[src/sv/rbflms_pkg.sv]
// shared types and constants for the radial basis lms learner
package rbflms_pkg;

  // configuration register indexes
  localparam logic [2:0] CFG_LEARNING_RATE  = 3'd0;
  localparam logic [2:0] CFG_WIDTH_SCALE    = 3'd1;
  localparam logic [2:0] CFG_GRID_SPACING   = 3'd2;
  localparam logic [2:0] CFG_FIRST_CENTER_X = 3'd3;
  localparam logic [2:0] CFG_FIRST_CENTER_Y = 3'd4;

  // item operation codes
  localparam logic OP_COMPUTE = 1'b0;
  localparam logic OP_UPDATE  = 1'b1;

  // reset values of the registers
  localparam logic [15:0] RST_LEARNING_RATE  = 16'd3277;
  localparam logic [15:0] RST_WIDTH_SCALE    = 16'd41722;
  localparam logic [14:0] RST_GRID_SPACING   = 15'd3217;
  localparam logic [15:0] RST_FIRST_CENTER_X = 16'hF36F;
  localparam logic [15:0] RST_FIRST_CENTER_Y = 16'h0000;

  // exp(-1/16) in Q0.32
  localparam logic [63:0] EXP_STEP_Q32 = 64'd4034748381;

  typedef struct packed {
    logic load_item;
    logic clear_wr;
    logic comp_issue;
    logic last_col;
    logic upd_issue;
    logic result_load;
  } cmd_t;

  typedef struct packed {
    logic busy;
    logic out_full;
  } status_t;

  // saturate a 33-bit signed value to 32 bits
  function automatic logic [31:0] sat33(logic signed [32:0] v);
    logic [31:0] r;
    if (v[32] != v[31]) begin
      r = v[32] ? 32'h8000_0000 : 32'h7FFF_FFFF;
    end else begin
      r = v[31:0];
    end
    return r;
  endfunction

endpackage

[src/sv/rbflms_ctrl.sv]
// sequencer for clearing, compute and update passes over the grid cells
module rbflms_ctrl #(
  parameter int GRID_COLUMNS = 6,
  parameter int GRID_ROWS    = 4,
  localparam int CELL_COUNT  = GRID_COLUMNS * GRID_ROWS,
  localparam int CIW         = (CELL_COUNT > 1) ? $clog2(CELL_COUNT) : 1,
  localparam int COLW        = (GRID_COLUMNS > 1) ? $clog2(GRID_COLUMNS) : 1
) (
  input  logic              clk,
  input  logic              rst,
  input  logic              in_valid,
  input  logic              in_op,
  output logic              in_stall,
  input  rbflms_pkg::status_t status,
  output rbflms_pkg::cmd_t  cmd,
  output logic [CIW-1:0]    cell_idx
);

  typedef enum logic [6:0] {
    S_IDLE       = 7'b0000001,
    S_CLEAR      = 7'b0000010,
    S_COMP       = 7'b0000100,
    S_COMP_DRAIN = 7'b0001000,
    S_DELIVER    = 7'b0010000,
    S_UPD        = 7'b0100000,
    S_UPD_DRAIN  = 7'b1000000
  } state_t;

  state_t state, state_next;
  logic [CIW-1:0]  cell_idx_next;
  logic [COLW-1:0] col, col_next;
  logic last_cell, last_col;

  assign last_cell = (cell_idx == CIW'(CELL_COUNT - 1));
  assign last_col  = (col == COLW'(GRID_COLUMNS - 1));
  assign in_stall  = (state != S_IDLE);

  always_comb begin
    state_next    = state;
    cell_idx_next = cell_idx;
    col_next      = col;
    cmd           = '0;
    unique case (state)
      S_IDLE: begin
        cell_idx_next = '0;
        col_next      = '0;
        if (in_valid) begin
          cmd.load_item = 1'b1;
          state_next = (in_op == rbflms_pkg::OP_COMPUTE) ? S_COMP : S_UPD;
        end
      end
      S_CLEAR: begin
        cmd.clear_wr = 1'b1;
        cell_idx_next = cell_idx + 1'b1;
        if (last_cell) begin
          state_next = S_IDLE;
        end
      end
      S_COMP: begin
        cmd.comp_issue = 1'b1;
        cmd.last_col   = last_col;
        cell_idx_next = cell_idx + 1'b1;
        col_next  = last_col ? '0 : col + 1'b1;
        if (last_cell) begin
          state_next = S_COMP_DRAIN;
        end
      end
      S_COMP_DRAIN: begin
        if (!status.busy) begin
          state_next = S_DELIVER;
        end
      end
      S_DELIVER: begin
        if (!status.out_full) begin
          cmd.result_load = 1'b1;
          state_next = S_IDLE;
        end
      end
      S_UPD: begin
        cmd.upd_issue = 1'b1;
        cell_idx_next = cell_idx + 1'b1;
        if (last_cell) begin
          state_next = S_UPD_DRAIN;
        end
      end
      S_UPD_DRAIN: begin
        if (!status.busy) begin
          state_next = S_IDLE;
        end
      end
      default: begin
        state_next = S_IDLE;
      end
    endcase
  end

  always_ff @(posedge clk) begin
    if (rst) begin
      state    <= S_CLEAR;
      cell_idx <= '0;
      col      <= '0;
    end else begin
      state    <= state_next;
      cell_idx <= cell_idx_next;
      col      <= col_next;
    end
  end

  a_result_when_empty: assert property (@(posedge clk) disable iff (rst)
    cmd.result_load |-> (!status.busy && !status.out_full))
    else $error("result loaded while pipeline busy or output full");

  a_item_into_empty: assert property (@(posedge clk) disable iff (rst)
    cmd.load_item |-> !status.busy)
    else $error("item taken while pipeline still busy");

  a_comp_to_drain: assert property (@(posedge clk) disable iff (rst)
    (state == S_COMP && last_cell) |=> (state == S_COMP_DRAIN))
    else $error("compute pass did not end after last cell");

  a_no_mixed_issue: assert property (@(posedge clk) disable iff (rst)
    cmd.clear_wr |-> (!status.busy && !cmd.comp_issue && !cmd.upd_issue))
    else $error("clearing pass overlaps other work");

endmodule

[config.mk]
export PLATFORM = sky130hd
export DESIGN_NAME = rbflms_ctrl
export DESIGN_NICKNAME = d
export VERILOG_FILES = /design/src/sv/rbflms_pkg.sv /design/src/sv/rbflms_ctrl.sv
export SDC_FILE = /design/constraint.sdc
export NUM_CORES = 1
export LEC_CHECK = 0
export ABC_AREA = 1
export BUFFER_PORTS_ARGS = -buffer_cell sky130_fd_sc_hd__buf_4
export CAP_MARGIN = 20
export CELL_PAD_IN_SITES_DETAIL_PLACEMENT = 1
export CELL_PAD_IN_SITES_GLOBAL_PLACEMENT = 1
export CORE_MARGIN = 10
export CORE_UTILIZATION = 42
export CTS_BUF_LIST = sky130_fd_sc_hd__clkbuf_2 sky130_fd_sc_hd__clkbuf_4 sky130_fd_sc_hd__clkbuf_8
export CTS_CLUSTER_SIZE = 24
export DETAILED_ROUTE_END_ITERATION = 16
export GPL_ROUTABILITY_DRIVEN = 0
export GPL_TIMING_DRIVEN = 0
export PLACE_DENSITY_LB_ADDON = 0.3
export SYNTH_ARGS = -nofsm -noshare
export SYNTH_HDL_FRONTEND = slang
export SYNTH_SLANG_ARGS = --single-unit
[constraint.sdc]
create_clock -name clk -period 3.2 [get_ports clk]
set_clock_uncertainty 0.1 [all_clocks]
set_input_delay 0.64 -clock clk [delete_from_list [all_inputs] [get_ports clk]]
set_output_delay 0.64 -clock clk [all_outputs]
set_load 0.005 [all_outputs]
After elaboration in Yosys (flattened, before gate mapping). Index checks and enable logic that the tools add are counted.

Add/sub/neg operators: 2. Multiply operators: 0. Div/mod/pow operators: 0. $lt $le $gt $ge: 0. Equal/unequal tests: 17. Shift-type cells: 0. Mux-type cells: 19. Bitwise gates (word level): 0. Reductions and logical operators: 4.

Operators by type and width (number): two-way mux 7 bit (7); one-hot mux 7 bit (7 select lines) (1); inequality test 2 bit, second input constant (7); one-hot mux 5 bit (2 select lines) (1); == test 7 x 1 -> 1 bit, second input constant (1); == test 7 x 2 -> 1 bit, second input constant (1); == test 7 x 3 -> 1 bit, second input constant (1); == test 7 x 4 -> 1 bit, second input constant (1); == test 7 x 5 -> 1 bit, second input constant (1); == test 7 x 6 -> 1 bit, second input constant (1); == test 7 bit, second input constant (1); inequality test 7 x 1 -> 1 bit, second input constant (1); AND reduction 7 bit (1); two-way mux 1 bit (6); two-way mux 6 bit (1); one-hot mux 3 bit (2 select lines) (1); adder 5 x 1 -> 5 bit, second input constant (1); == test 5 bit, second input constant (1); nonzero test 2 bit (2); adder 3 x 1 -> 3 bit, second input constant (1); == test 3 bit, second input constant (1); two-way mux 3 bit (1); OR reduction 3 bit (1); two-way mux 2 bit (1).

Register bits after elaboration: 15. Latch bits: 0. Memory bits (writable): 0. Bits in read-only memories: 0. Output and inout port bits: 12. Logic and storage cells: 45. Memories: 0.

Logic depth before layout (Yosys ltp). Gate-level depths: netlist (run 1).

Depth in word-level cells: 3. Mapped depth: 11. Mapped depth without buffers: 11.

Least setup slack after synthesis (run 1). Ideal clock, no wire load.

Path type: register to output. Start point: register state[6]. End point: output cmd[2] (netlist bit). Data arrival time: 1.043 ns. Path slack: 1.417 ns. Cell stages (with the launch flop): 8. Path buffers: 0. Cell sequence: dfxtp_1 > inv_2 > nand2_2 > nor2_4 > nand2_2 > inv_2 > nand2_1 > nor3_1.

RTL lines: start: declaration (line rbflms_ctrl.sv:29) `state_t state, state_next;`; start signal: assignment (line rbflms_ctrl.sv:103) `state <= state_next;`; end: declaration (line rbflms_ctrl.sv:15) `output rbflms_pkg::cmd_t cmd,`.

==> flow_summary.yaml, run 1 <==
timing:
  aggregate_negative_setup_slack_ns: 0
  worst_slew_pin_slew_ns: 0.275
  final_hold_viol_count: 0
  post-route-period-util: 0.724
  timing.slew.headroom: 0.815
  report.final.slew_viol_count: 0
  fmaxAchievable_ghz: 0.432
  report.final.setup_viol: 0
  rsz0062_at_grt: "false"
  fin_crit_ns: 2.32
grt:
  globalRouteOverflowTotal: 0
  grt_pass1_wl_mm: 4.24
  first_global_vias: 978
  gr-usage-all-layers: 0.120
  pin_count_of_the_biggest_net_entering_global_routing: 11
  grt_antenna_before_repair: 0
pwr:
  power.switching_fraction: 0.480
  power.density_mw_per_mm2: 769
  combPwrFrac: 0.550
  switchingPower_mw: 0.402
  power.share.clock: 0.131
  ir_worst_vdd_uv: 358
  power.leakage_nw: 0.523
  power.share.sequential: 0.319
  internal_power_mw: 0.436
worst_setup_path:
  reg2reg_setup_slack_ns: 1.48
  cp_data_arrival_time_ns: 1.58
  cp_max_fo: 6
  timing.critical_path.to_type: "output pin"
  worstRegToRegCells: 10
  timing.setup.critical_path_class: "register to output pin"
  worst_setup_path_start_kind: "register"
  worst-endpoint-required_ns: 2.46
status:
  result_of_the_run: "completed"
clock_network:
  tritoncts_num_sinks: 15
  deepest_clock_path_buffer_count: 2
  cts_made_buffers: 3
  worst_setup_hold_path_clk_slew_ns: 0.09
  ctsRootBufferMaster: "clkbuf_4"
  post_cts_hold_buffer_count: 0
  post_cts.resized_instances: 0
  post_cts.repair.setup_buffers: 0
  cts_tree: "built"
  clock_latency_ns: 0.28
  h_tree_level_count: 1
floorplanning:
  design.core.area_mm2: 0.00200
  die_width_um: 66.3
  design.portCount: 18
  die_area_mm2: 0.00440
  rows: 16
  fp.dieH_um: 66.3
  initial_utilization: 0.451
finish:
  antenna_cells: 0
  mostFrequentLayoutCell: "nand2_1"
  design_area_mm2: 0.00109
  most-common-layout-cells: "33 x nand2_1, 23 x nor2_1, 17 x buf_4"
  area.growth.synth_to_final_pct: 20.9
  drive_above_1_share: 0.256
  layout.nets: 168
synthesis:
  ys_warn_count: 0
  ys_ff_latch: 15
  syn_inst: 139
  netlist-cell-type-count: 21
  total_nets_after_synthesis: 146
  syn_avg_cell_area_um2: 6.49
  synth_sequential_area_ratio: 0.333
  synthesis.area_um2: 902
route:
  via_count: 932
  drt-wirelength-per-cell_um: 12.8
  detail-route-antenna-nets: 0
  detailedRoute.firstIterationViolations: 27
  drt-pass1-iter-count: 3
  detail_route.drc_violations: 0
  finalWirelength_mm: 2.39
  drt-vias-per-instance: 4.98
placement:
  hpwl_mm: 2.02
  dpl-instance-area_mm2: 0.00106
  placement.io_buffers: 17
worst_hold_path:
  worstHoldPathCells: 2
  worstHoldPathType: "register to register"
job:
  max-cap-violations: 0
## Yosys cell counts (all sizes together)
| cell | count | area share |
|---|---|---|
| nand4 | 1 | 0.0069 |
| nor4 | 1 | 0.0069 |
| nand3 | 17 | 0.11 |
| nand2 | 39 | 0.18 |
| clkinv | 2 | 0.0083 |
| xor2 | 2 | 0.019 |
| o21ai | 3 | 0.017 |
| a21oi | 11 | 0.065 |
| nor2 | 30 | 0.17 |
| nor3 | 2 | 0.011 |
| dfxtp | 15 | 0.33 |
| inv | 15 | 0.062 |
| ha | 1 | 0.014 |
## sequential cells by signal, indices dropped and copies added (netlist names)
name and cells:
cell_idx 5, col 3, state 7
## per-stage QoR
stage	cells	utilization	hold WS [ns]	worst slack (ns)	power (mW)
global route	187	0.545	0.431	0.734	0.923
CTS	187	0.545	0.390	0.855	0.849
global placement	183	0.531	0.369	1.23	0.713
detailed placement	183	0.531	0.374	1.18	0.738
floorplan	139	-	0.352	1.42	0.601
finish	187	0.545	0.384	0.883	0.839
## per-layer routing
metal	global-route usage	vias up	part of all wire
met5	0	-	0
met4	0.0497	0	0.0079
met3	0.0373	2	0.047
met2	0.212	11	0.52
met1	0.128	429	0.43
li1	-	490	-
## logic make-up after synthesis
family	share of synthesized area
adders and majority gates	0.0139
AOI/OAI and AO/OA	0.0818
DFF	0.333
and+or+nand+nor	0.481
buffers and inverters	0.0707
xor gates and xnor gates	0.0194
## final cells by class
class / count / area, um^2
clock buffer: 3 / 22.5
fill: 285 / 911
clock inverter: 1 / 5.00
sequential: 15 / 300
tap: 27 / 33.8
multi-input combinational: 107 / 538
timing repair buffer: 17 / 128
inverter: 17 / 63.8
## critical path: stages, from the launching register on
cell and delay [ns]:
dfxtp_1 0.36, inv_2 0.10, nand2_2 0.07, nor2_4 0.19
nand2_2 0.12, inv_2 0.11, nand2_1 0.07, nor3_1 0.14
buf_4 0.14
## power by group through the flow
stage                     logic, mW  registers (mW)  clock network [mW]
after floorplan               0.340           0.261                   0
after global placement        0.447           0.266                   0
after detailed placement      0.467           0.271                   0
after CTS                     0.469           0.266               0.113
after global routing          0.527           0.275               0.120
final                         0.462           0.267               0.110
## final timing paths
check,from,end
min reg2reg,col[2],col[2]
min,col[2],col[2]
max reg2reg,cell_idx[0],state[2]
max,state[4],cmd[2]
Power figures use the tool's default switching activity.
==> run 2: changes to the inputs <==
CORE_ASPECT_RATIO = 0.6   (was unset)
CORE_UTILIZATION = 39   (was 42)
clock period = 2.4 ns   (was 3.2 ns; I/O delays follow)
==> flow_summary.yaml, run 2 (synthesis results as in run 1) <==
pwr:
  switchingPower_mw: 0.584
  ir_worst_vdd_uv: 520
  power.density_mw_per_mm2: 1090
  power.share.sequential: 0.296
  power.share.clock: 0.172
  power.leakage_nw: 0.531
  combPwrFrac: 0.532
  power.switching_fraction: 0.479
  internal_power_mw: 0.636
finish:
  most-common-layout-cells: "33 x nand2_1, 22 x nor2_1, 17 x buf_4"
  drive_above_1_share: 0.263
  mostFrequentLayoutCell: "nand2_1"
  largest_register_ffs: 7
  antenna_cells: 0
  design_area_mm2: 0.00112
  largest_register: "state"
  area.growth.synth_to_final_pct: 23.7
  largest_registers: "state: 7 flops, cell_idx: 5 flops, col: 3 flops"
  layout.nets: 168
  final.fill_count: 304
worst_setup_path:
  cp_max_fo: 6
  timing.setup.critical_path_class: "register to output pin"
  worstRegToRegCells: 10
  cp_data_arrival_time_ns: 1.57
  timing.critical_path.to_type: "output pin"
  worst_setup_path_start_kind: "register"
  worst-endpoint-required_ns: 1.82
clock_network:
  worst_setup_hold_path_clk_slew_ns: 0.06
  ctsRootBufferMaster: "clkbuf_8"
  cts_made_buffers: 3
  h_tree_level_count: 1
  cts_tree: "built"
  deepest_clock_path_buffer_count: 2
  clock_latency_ns: 0.26
  tritoncts_num_sinks: 15
job:
  max-cap-violations: 0
status:
  result_of_the_run: "completed"
floorplanning:
  die_width_um: 82.1
  die_area_mm2: 0.00470
  initial_utilization: 0.414
  design.portCount: 18
  design.core.area_mm2: 0.00218
  fp.dieH_um: 57.3
  rows: 13
worst_hold_path:
  worstHoldPathCells: 2
  worstHoldPathType: "primary input to register"
timing:
  rsz0062_at_grt: "false"
  report.final.setup_viol: 0
  fin_crit_ns: 2.15
  worst_slew_pin_slew_ns: 0.351
  aggregate_negative_setup_slack_ns: 0
  fmaxAchievable_ghz: 0.465
  timing.slew.headroom: 0.764
  report.final.slew_viol_count: 0
  final_hold_viol_count: 0
  post-route-period-util: 0.897
grt:
  globalRouteOverflowTotal: 0
  pin_count_of_the_biggest_net_entering_global_routing: 11
  first_global_vias: 1008
  grt_pass1_wl_mm: 4.78
  gr-usage-all-layers: 0.131
  grt_antenna_before_repair: 0
route:
  detail_route.drc_violations: 0
  drt-pass1-iter-count: 4
  detailedRoute.firstIterationViolations: 43
  drt-vias-per-instance: 5.01
  finalWirelength_mm: 2.89
  drt-wirelength-per-cell_um: 15.2
  detail-route-antenna-nets: 0
  via_count: 952
placement:
  placement.io_buffers: 17
  dpl-instance-area_mm2: 0.00107
  hpwl_mm: 2.32
## run 2: power groups by stage
stage | logic (mW) | clock network [mW] | registers [mW]
global route | 0.732 | 0.230 | 0.370
global placement | 0.597 | 0 | 0.358
detailed placement | 0.640 | 0 | 0.365
floorplan | 0.453 | 0 | 0.348
CTS | 0.646 | 0.216 | 0.360
finish | 0.649 | 0.210 | 0.361
## run 2: worst paths after layout
| path | startpoint | endpoint | slack, ns |
|---|---|---|---|
| setup / recovery | state[6] | cmd[2] | 0.25 |
| hold / removal | rst | cell_idx[1] | 0.35 |
| setup reg to reg | cell_idx[0] | state[2] | 0.59 |
| hold reg to reg | col[2] | col[2] | 0.39 |
## run 2: worst max-delay path, cell delays in order, from the launching register on
cell     delay, ns
dfxtp_1       0.35
inv_2         0.10
nand2_2       0.07
nor2_4        0.19
nand2_2       0.12
inv_2         0.12
nand2_1       0.09
nor3_1        0.14
buf_4         0.14
## run 2: routing by layer
layer | vias to the layer above | GRT usage | share of wire
li1 | 486 | - | -
met1 | 445 | 0.168 | 0.49
met2 | 15 | 0.205 | 0.45
met3 | 6 | 0.0453 | 0.041
met4 | 0 | 0.0290 | 0.015
met5 | - | 0 | 0
## run 2: final cells by class
class,instances,area (um^2),share of cell area
Clock buffer,3,41.3,0.0370
Timing Repair Buffer,17,128,0.114
Multi-Input combinational cell,107,541,0.484
Tap cell,30,37.5,0.0336
Clock inverter,1,5.00,0.00448
Sequential cell,15,300,0.269
Inverter,17,63.8,0.0572
## run 2: per-stage QoR
step	utilization	setup WS, ns	power, mW	hold WS [ns]	cells
after floorplan	-	0.777	0.801	0.352	139
after global placement	0.490	0.569	0.956	0.366	186
after detailed placement	0.490	0.513	1.01	0.386	186
after CTS	0.511	0.197	1.22	0.344	190
after global routing	0.512	0.0155	1.33	0.343	190
final	0.512	0.247	1.22	0.352	190
## run 2: timing repair
item	in CTS	in global routing
gates resized for setup	0	1
hold buffers	0	0
buffers inserted	0	0
endpoints found under the setup margin	0	1
==> run 3: changes to the inputs <==
ABC_AREA = unset   (was 1)
CORE_UTILIZATION = 42   (was 39)
==> flow_summary.yaml, run 3 <==
worst_setup_path:
  timing.rr.end: "col[1]"
  cp_data_arrival_time_ns: 1.67
  cp_max_fo: 10
  critical_register_to_register_path_startpoint: "state[5]"
  worst-endpoint-required_ns: 1.82
  reg2reg_setup_slack_ns: 0.42
  worst_setup_path_start_kind: "register"
  timing.critical_path.to_type: "output pin"
  timing.setup.critical_path_class: "register to output pin"
  worstRegToRegCells: 7
pwr:
  ir_worst_vdd_uv: 361
  power.leakage_nw: 0.498
  fin_total_pwr_mw: 1.07
  power.density_mw_per_mm2: 885
status:
  result_of_the_run: "completed"
floorplanning:
  design.core.area_mm2: 0.00215
  die_width_um: 81.2
  rows: 13
  design.portCount: 18
  fp.dieH_um: 56.7
  die_area_mm2: 0.00461
  initial_utilization: 0.440
grt:
  globalRouteOverflowTotal: 0
  grt_antenna_before_repair: 0
  first_global_vias: 971
  grt_pass1_wl_mm: 4.94
  pin_count_of_the_biggest_net_entering_global_routing: 11
  gr-usage-all-layers: 0.140
clock_network:
  tritoncts_num_sinks: 15
  cts_tree: "built"
  clock_latency_ns: 0.26
  cts_made_buffers: 3
  ctsRootBufferMaster: "clkbuf_8"
  post_cts_hold_buffer_count: 0
  worst_setup_hold_path_clk_slew_ns: 0.07
  deepest_clock_path_buffer_count: 2
  h_tree_level_count: 1
worst_hold_path:
  hp-start: "cell_idx[1]"
  hold_end: "cell_idx[1]"
  worstHoldPathType: "register to register"
  worstHoldPathCells: 2
route:
  detailedRoute.firstIterationViolations: 51
  detail-route-antenna-nets: 0
  drt-vias-per-instance: 5.61
  drt-pass1-iter-count: 4
  finalWirelength_mm: 2.92
  via_count: 886
  detail_route.drc_violations: 0
  drt-wirelength-per-cell_um: 18.5
synthesis:
  ys_async_sr_fraction: 0
  synth.area.top_cells: "dfxtp_1 32%, nand3_1 6.4%, mux2_4 4.8%, nor4_4 4.5%, a21oi_1 3.2%"
  synthesis.area_um2: 945
  netlist-cell-type-count: 42
  synth-main-ff-cell: "dfxtp_1"
  ys_ff_latch: 15
  ys_warn_count: 0
  yosysMostFrequentCell: "dfxtp_1"
  synth_sequential_area_ratio: 0.318
  synth.top_cell.area_share: 0.318
  syn_avg_cell_area_um2: 9.08
  syn_inst: 104
  total_nets_after_synthesis: 111
  synth.cells.most_frequent: "15 x dfxtp_1, 12 x nand3_1, 7 x nor2_1"
  synth_enable_flop_cells: 0
  synth_area_leader_cell: "dfxtp_1"
timing:
  final_hold_viol_count: 0
  rsz0062_at_grt: "false"
  fmaxAchievable_ghz: 0.444
  timing.slew.headroom: 0.647
  post-route-period-util: 0.938
  aggregate_negative_setup_slack_ns: 0
  fin_crit_ns: 2.25
  worst_slew_pin_slew_ns: 0.529
  report.final.slew_viol_count: 0
  report.final.setup_viol: 0
finish:
  largest_register_ffs: 7
  mostFrequentLayoutCell: "buf_4"
  antenna_cells: 0
  area.growth.synth_to_final_pct: 27.7
  drive_above_1_share: 0.336
  most-common-layout-cells: "21 x buf_4, 15 x dfxtp_1, 12 x nand3_1"
  layout.nets: 136
  largest_registers: "state: 7 flops, cell_idx: 5 flops, col: 3 flops"
  largest_register: "state"
placement:
  hpwl_mm: 2.14
  placement.io_buffers: 16
job:
  max-cap-violations: 0
[run 3: worst max-delay path by stage]
stage / to / cells after the start / start / slack, ns
floorplan: cmd[5] / 4 / state[5] / 0.52
global placement: in_stall / 5 / state[5] / 0.05
detailed placement: in_stall / 5 / state[5] / -0.02
CTS: in_stall / 5 / state[5] / 0.05
global route: in_stall / 5 / state[2] / 0.03
finish: in_stall / 5 / state[2] / 0.15
[run 3: layout make-up]
| class | instances | area [um^2] |
|---|---|---|
| Buffer | 7 | 41.3 |
| Sequential cell | 15 | 300 |
| Fill cell | 257 | 941 |
| Inverter | 4 | 15.0 |
| Clock buffer | 4 | 48.8 |
| Timing Repair Buffer | 20 | 150 |
| Multi-Input combinational cell | 78 | 613 |
| Tap cell | 30 | 37.5 |
[run 3: what timing repair did]
item	CTS	global route
setup buffers	1	3
pin swaps	1	2
setup endpoints to repair	3	2
resized for setup	3	2
[run 3: kinds of logic (layout without fill, tap and decap cells)]
kind of cell               count (synthesis)  after routing  synth area share
DFF                                       15             15             0.318
buffers and inverters                     11             35            0.0596
muxes                                      6              6            0.0808
AOI/OAI and AO/OA                         17             17             0.146
and+or+nand+nor                           51             51             0.355
xor gates and xnor gates                   3              3            0.0278
adders and majority gates                  1              1            0.0132
[run 3: power breakdown]
part | internal, mW | total, mW | switching (mW) | leakage, nW
clock | 0.129 | 0.230 | 0.100 | 0.0262
sequential | 0.285 | 0.322 | 0.0377 | 0.122
combinational | 0.232 | 0.515 | 0.283 | 0.350
[run 3: critical path: stages (launching register included)]
cell     delay [ns]
dfxtp_1        0.30
buf_4          0.17
nor4_4         0.35
and3_4         0.29
inv_1          0.14
buf_4          0.17
[run 3: metal layers]
metal | vias up | part of all wire | global-route usage | routed length, um
li1 | 431 | - | - | -
met1 | 435 | 0.45 | 0.156 | 1310
met2 | 13 | 0.47 | 0.217 | 1380
met3 | 7 | 0.049 | 0.0571 | 142
met4 | 0 | 0.029 | 0.0835 | 86
met5 | - | 0 | 0 | 0
[run 3: stage by stage]
stage | util | area [um^2] | hold slack [ns] | worst slack [ns] | cells
after floorplan | - | 945 | 0.357 | 0.524 | 104
after global placement | 0.513 | 1100 | 0.369 | 0.0498 | 150
after detailed placement | 0.513 | 1100 | 0.409 | -0.0218 | 150
after CTS | 0.547 | 1170 | 0.418 | 0.0478 | 155
after global routing | 0.562 | 1210 | 0.440 | 0.0287 | 158
final | 0.562 | 1210 | 0.421 | 0.148 | 158
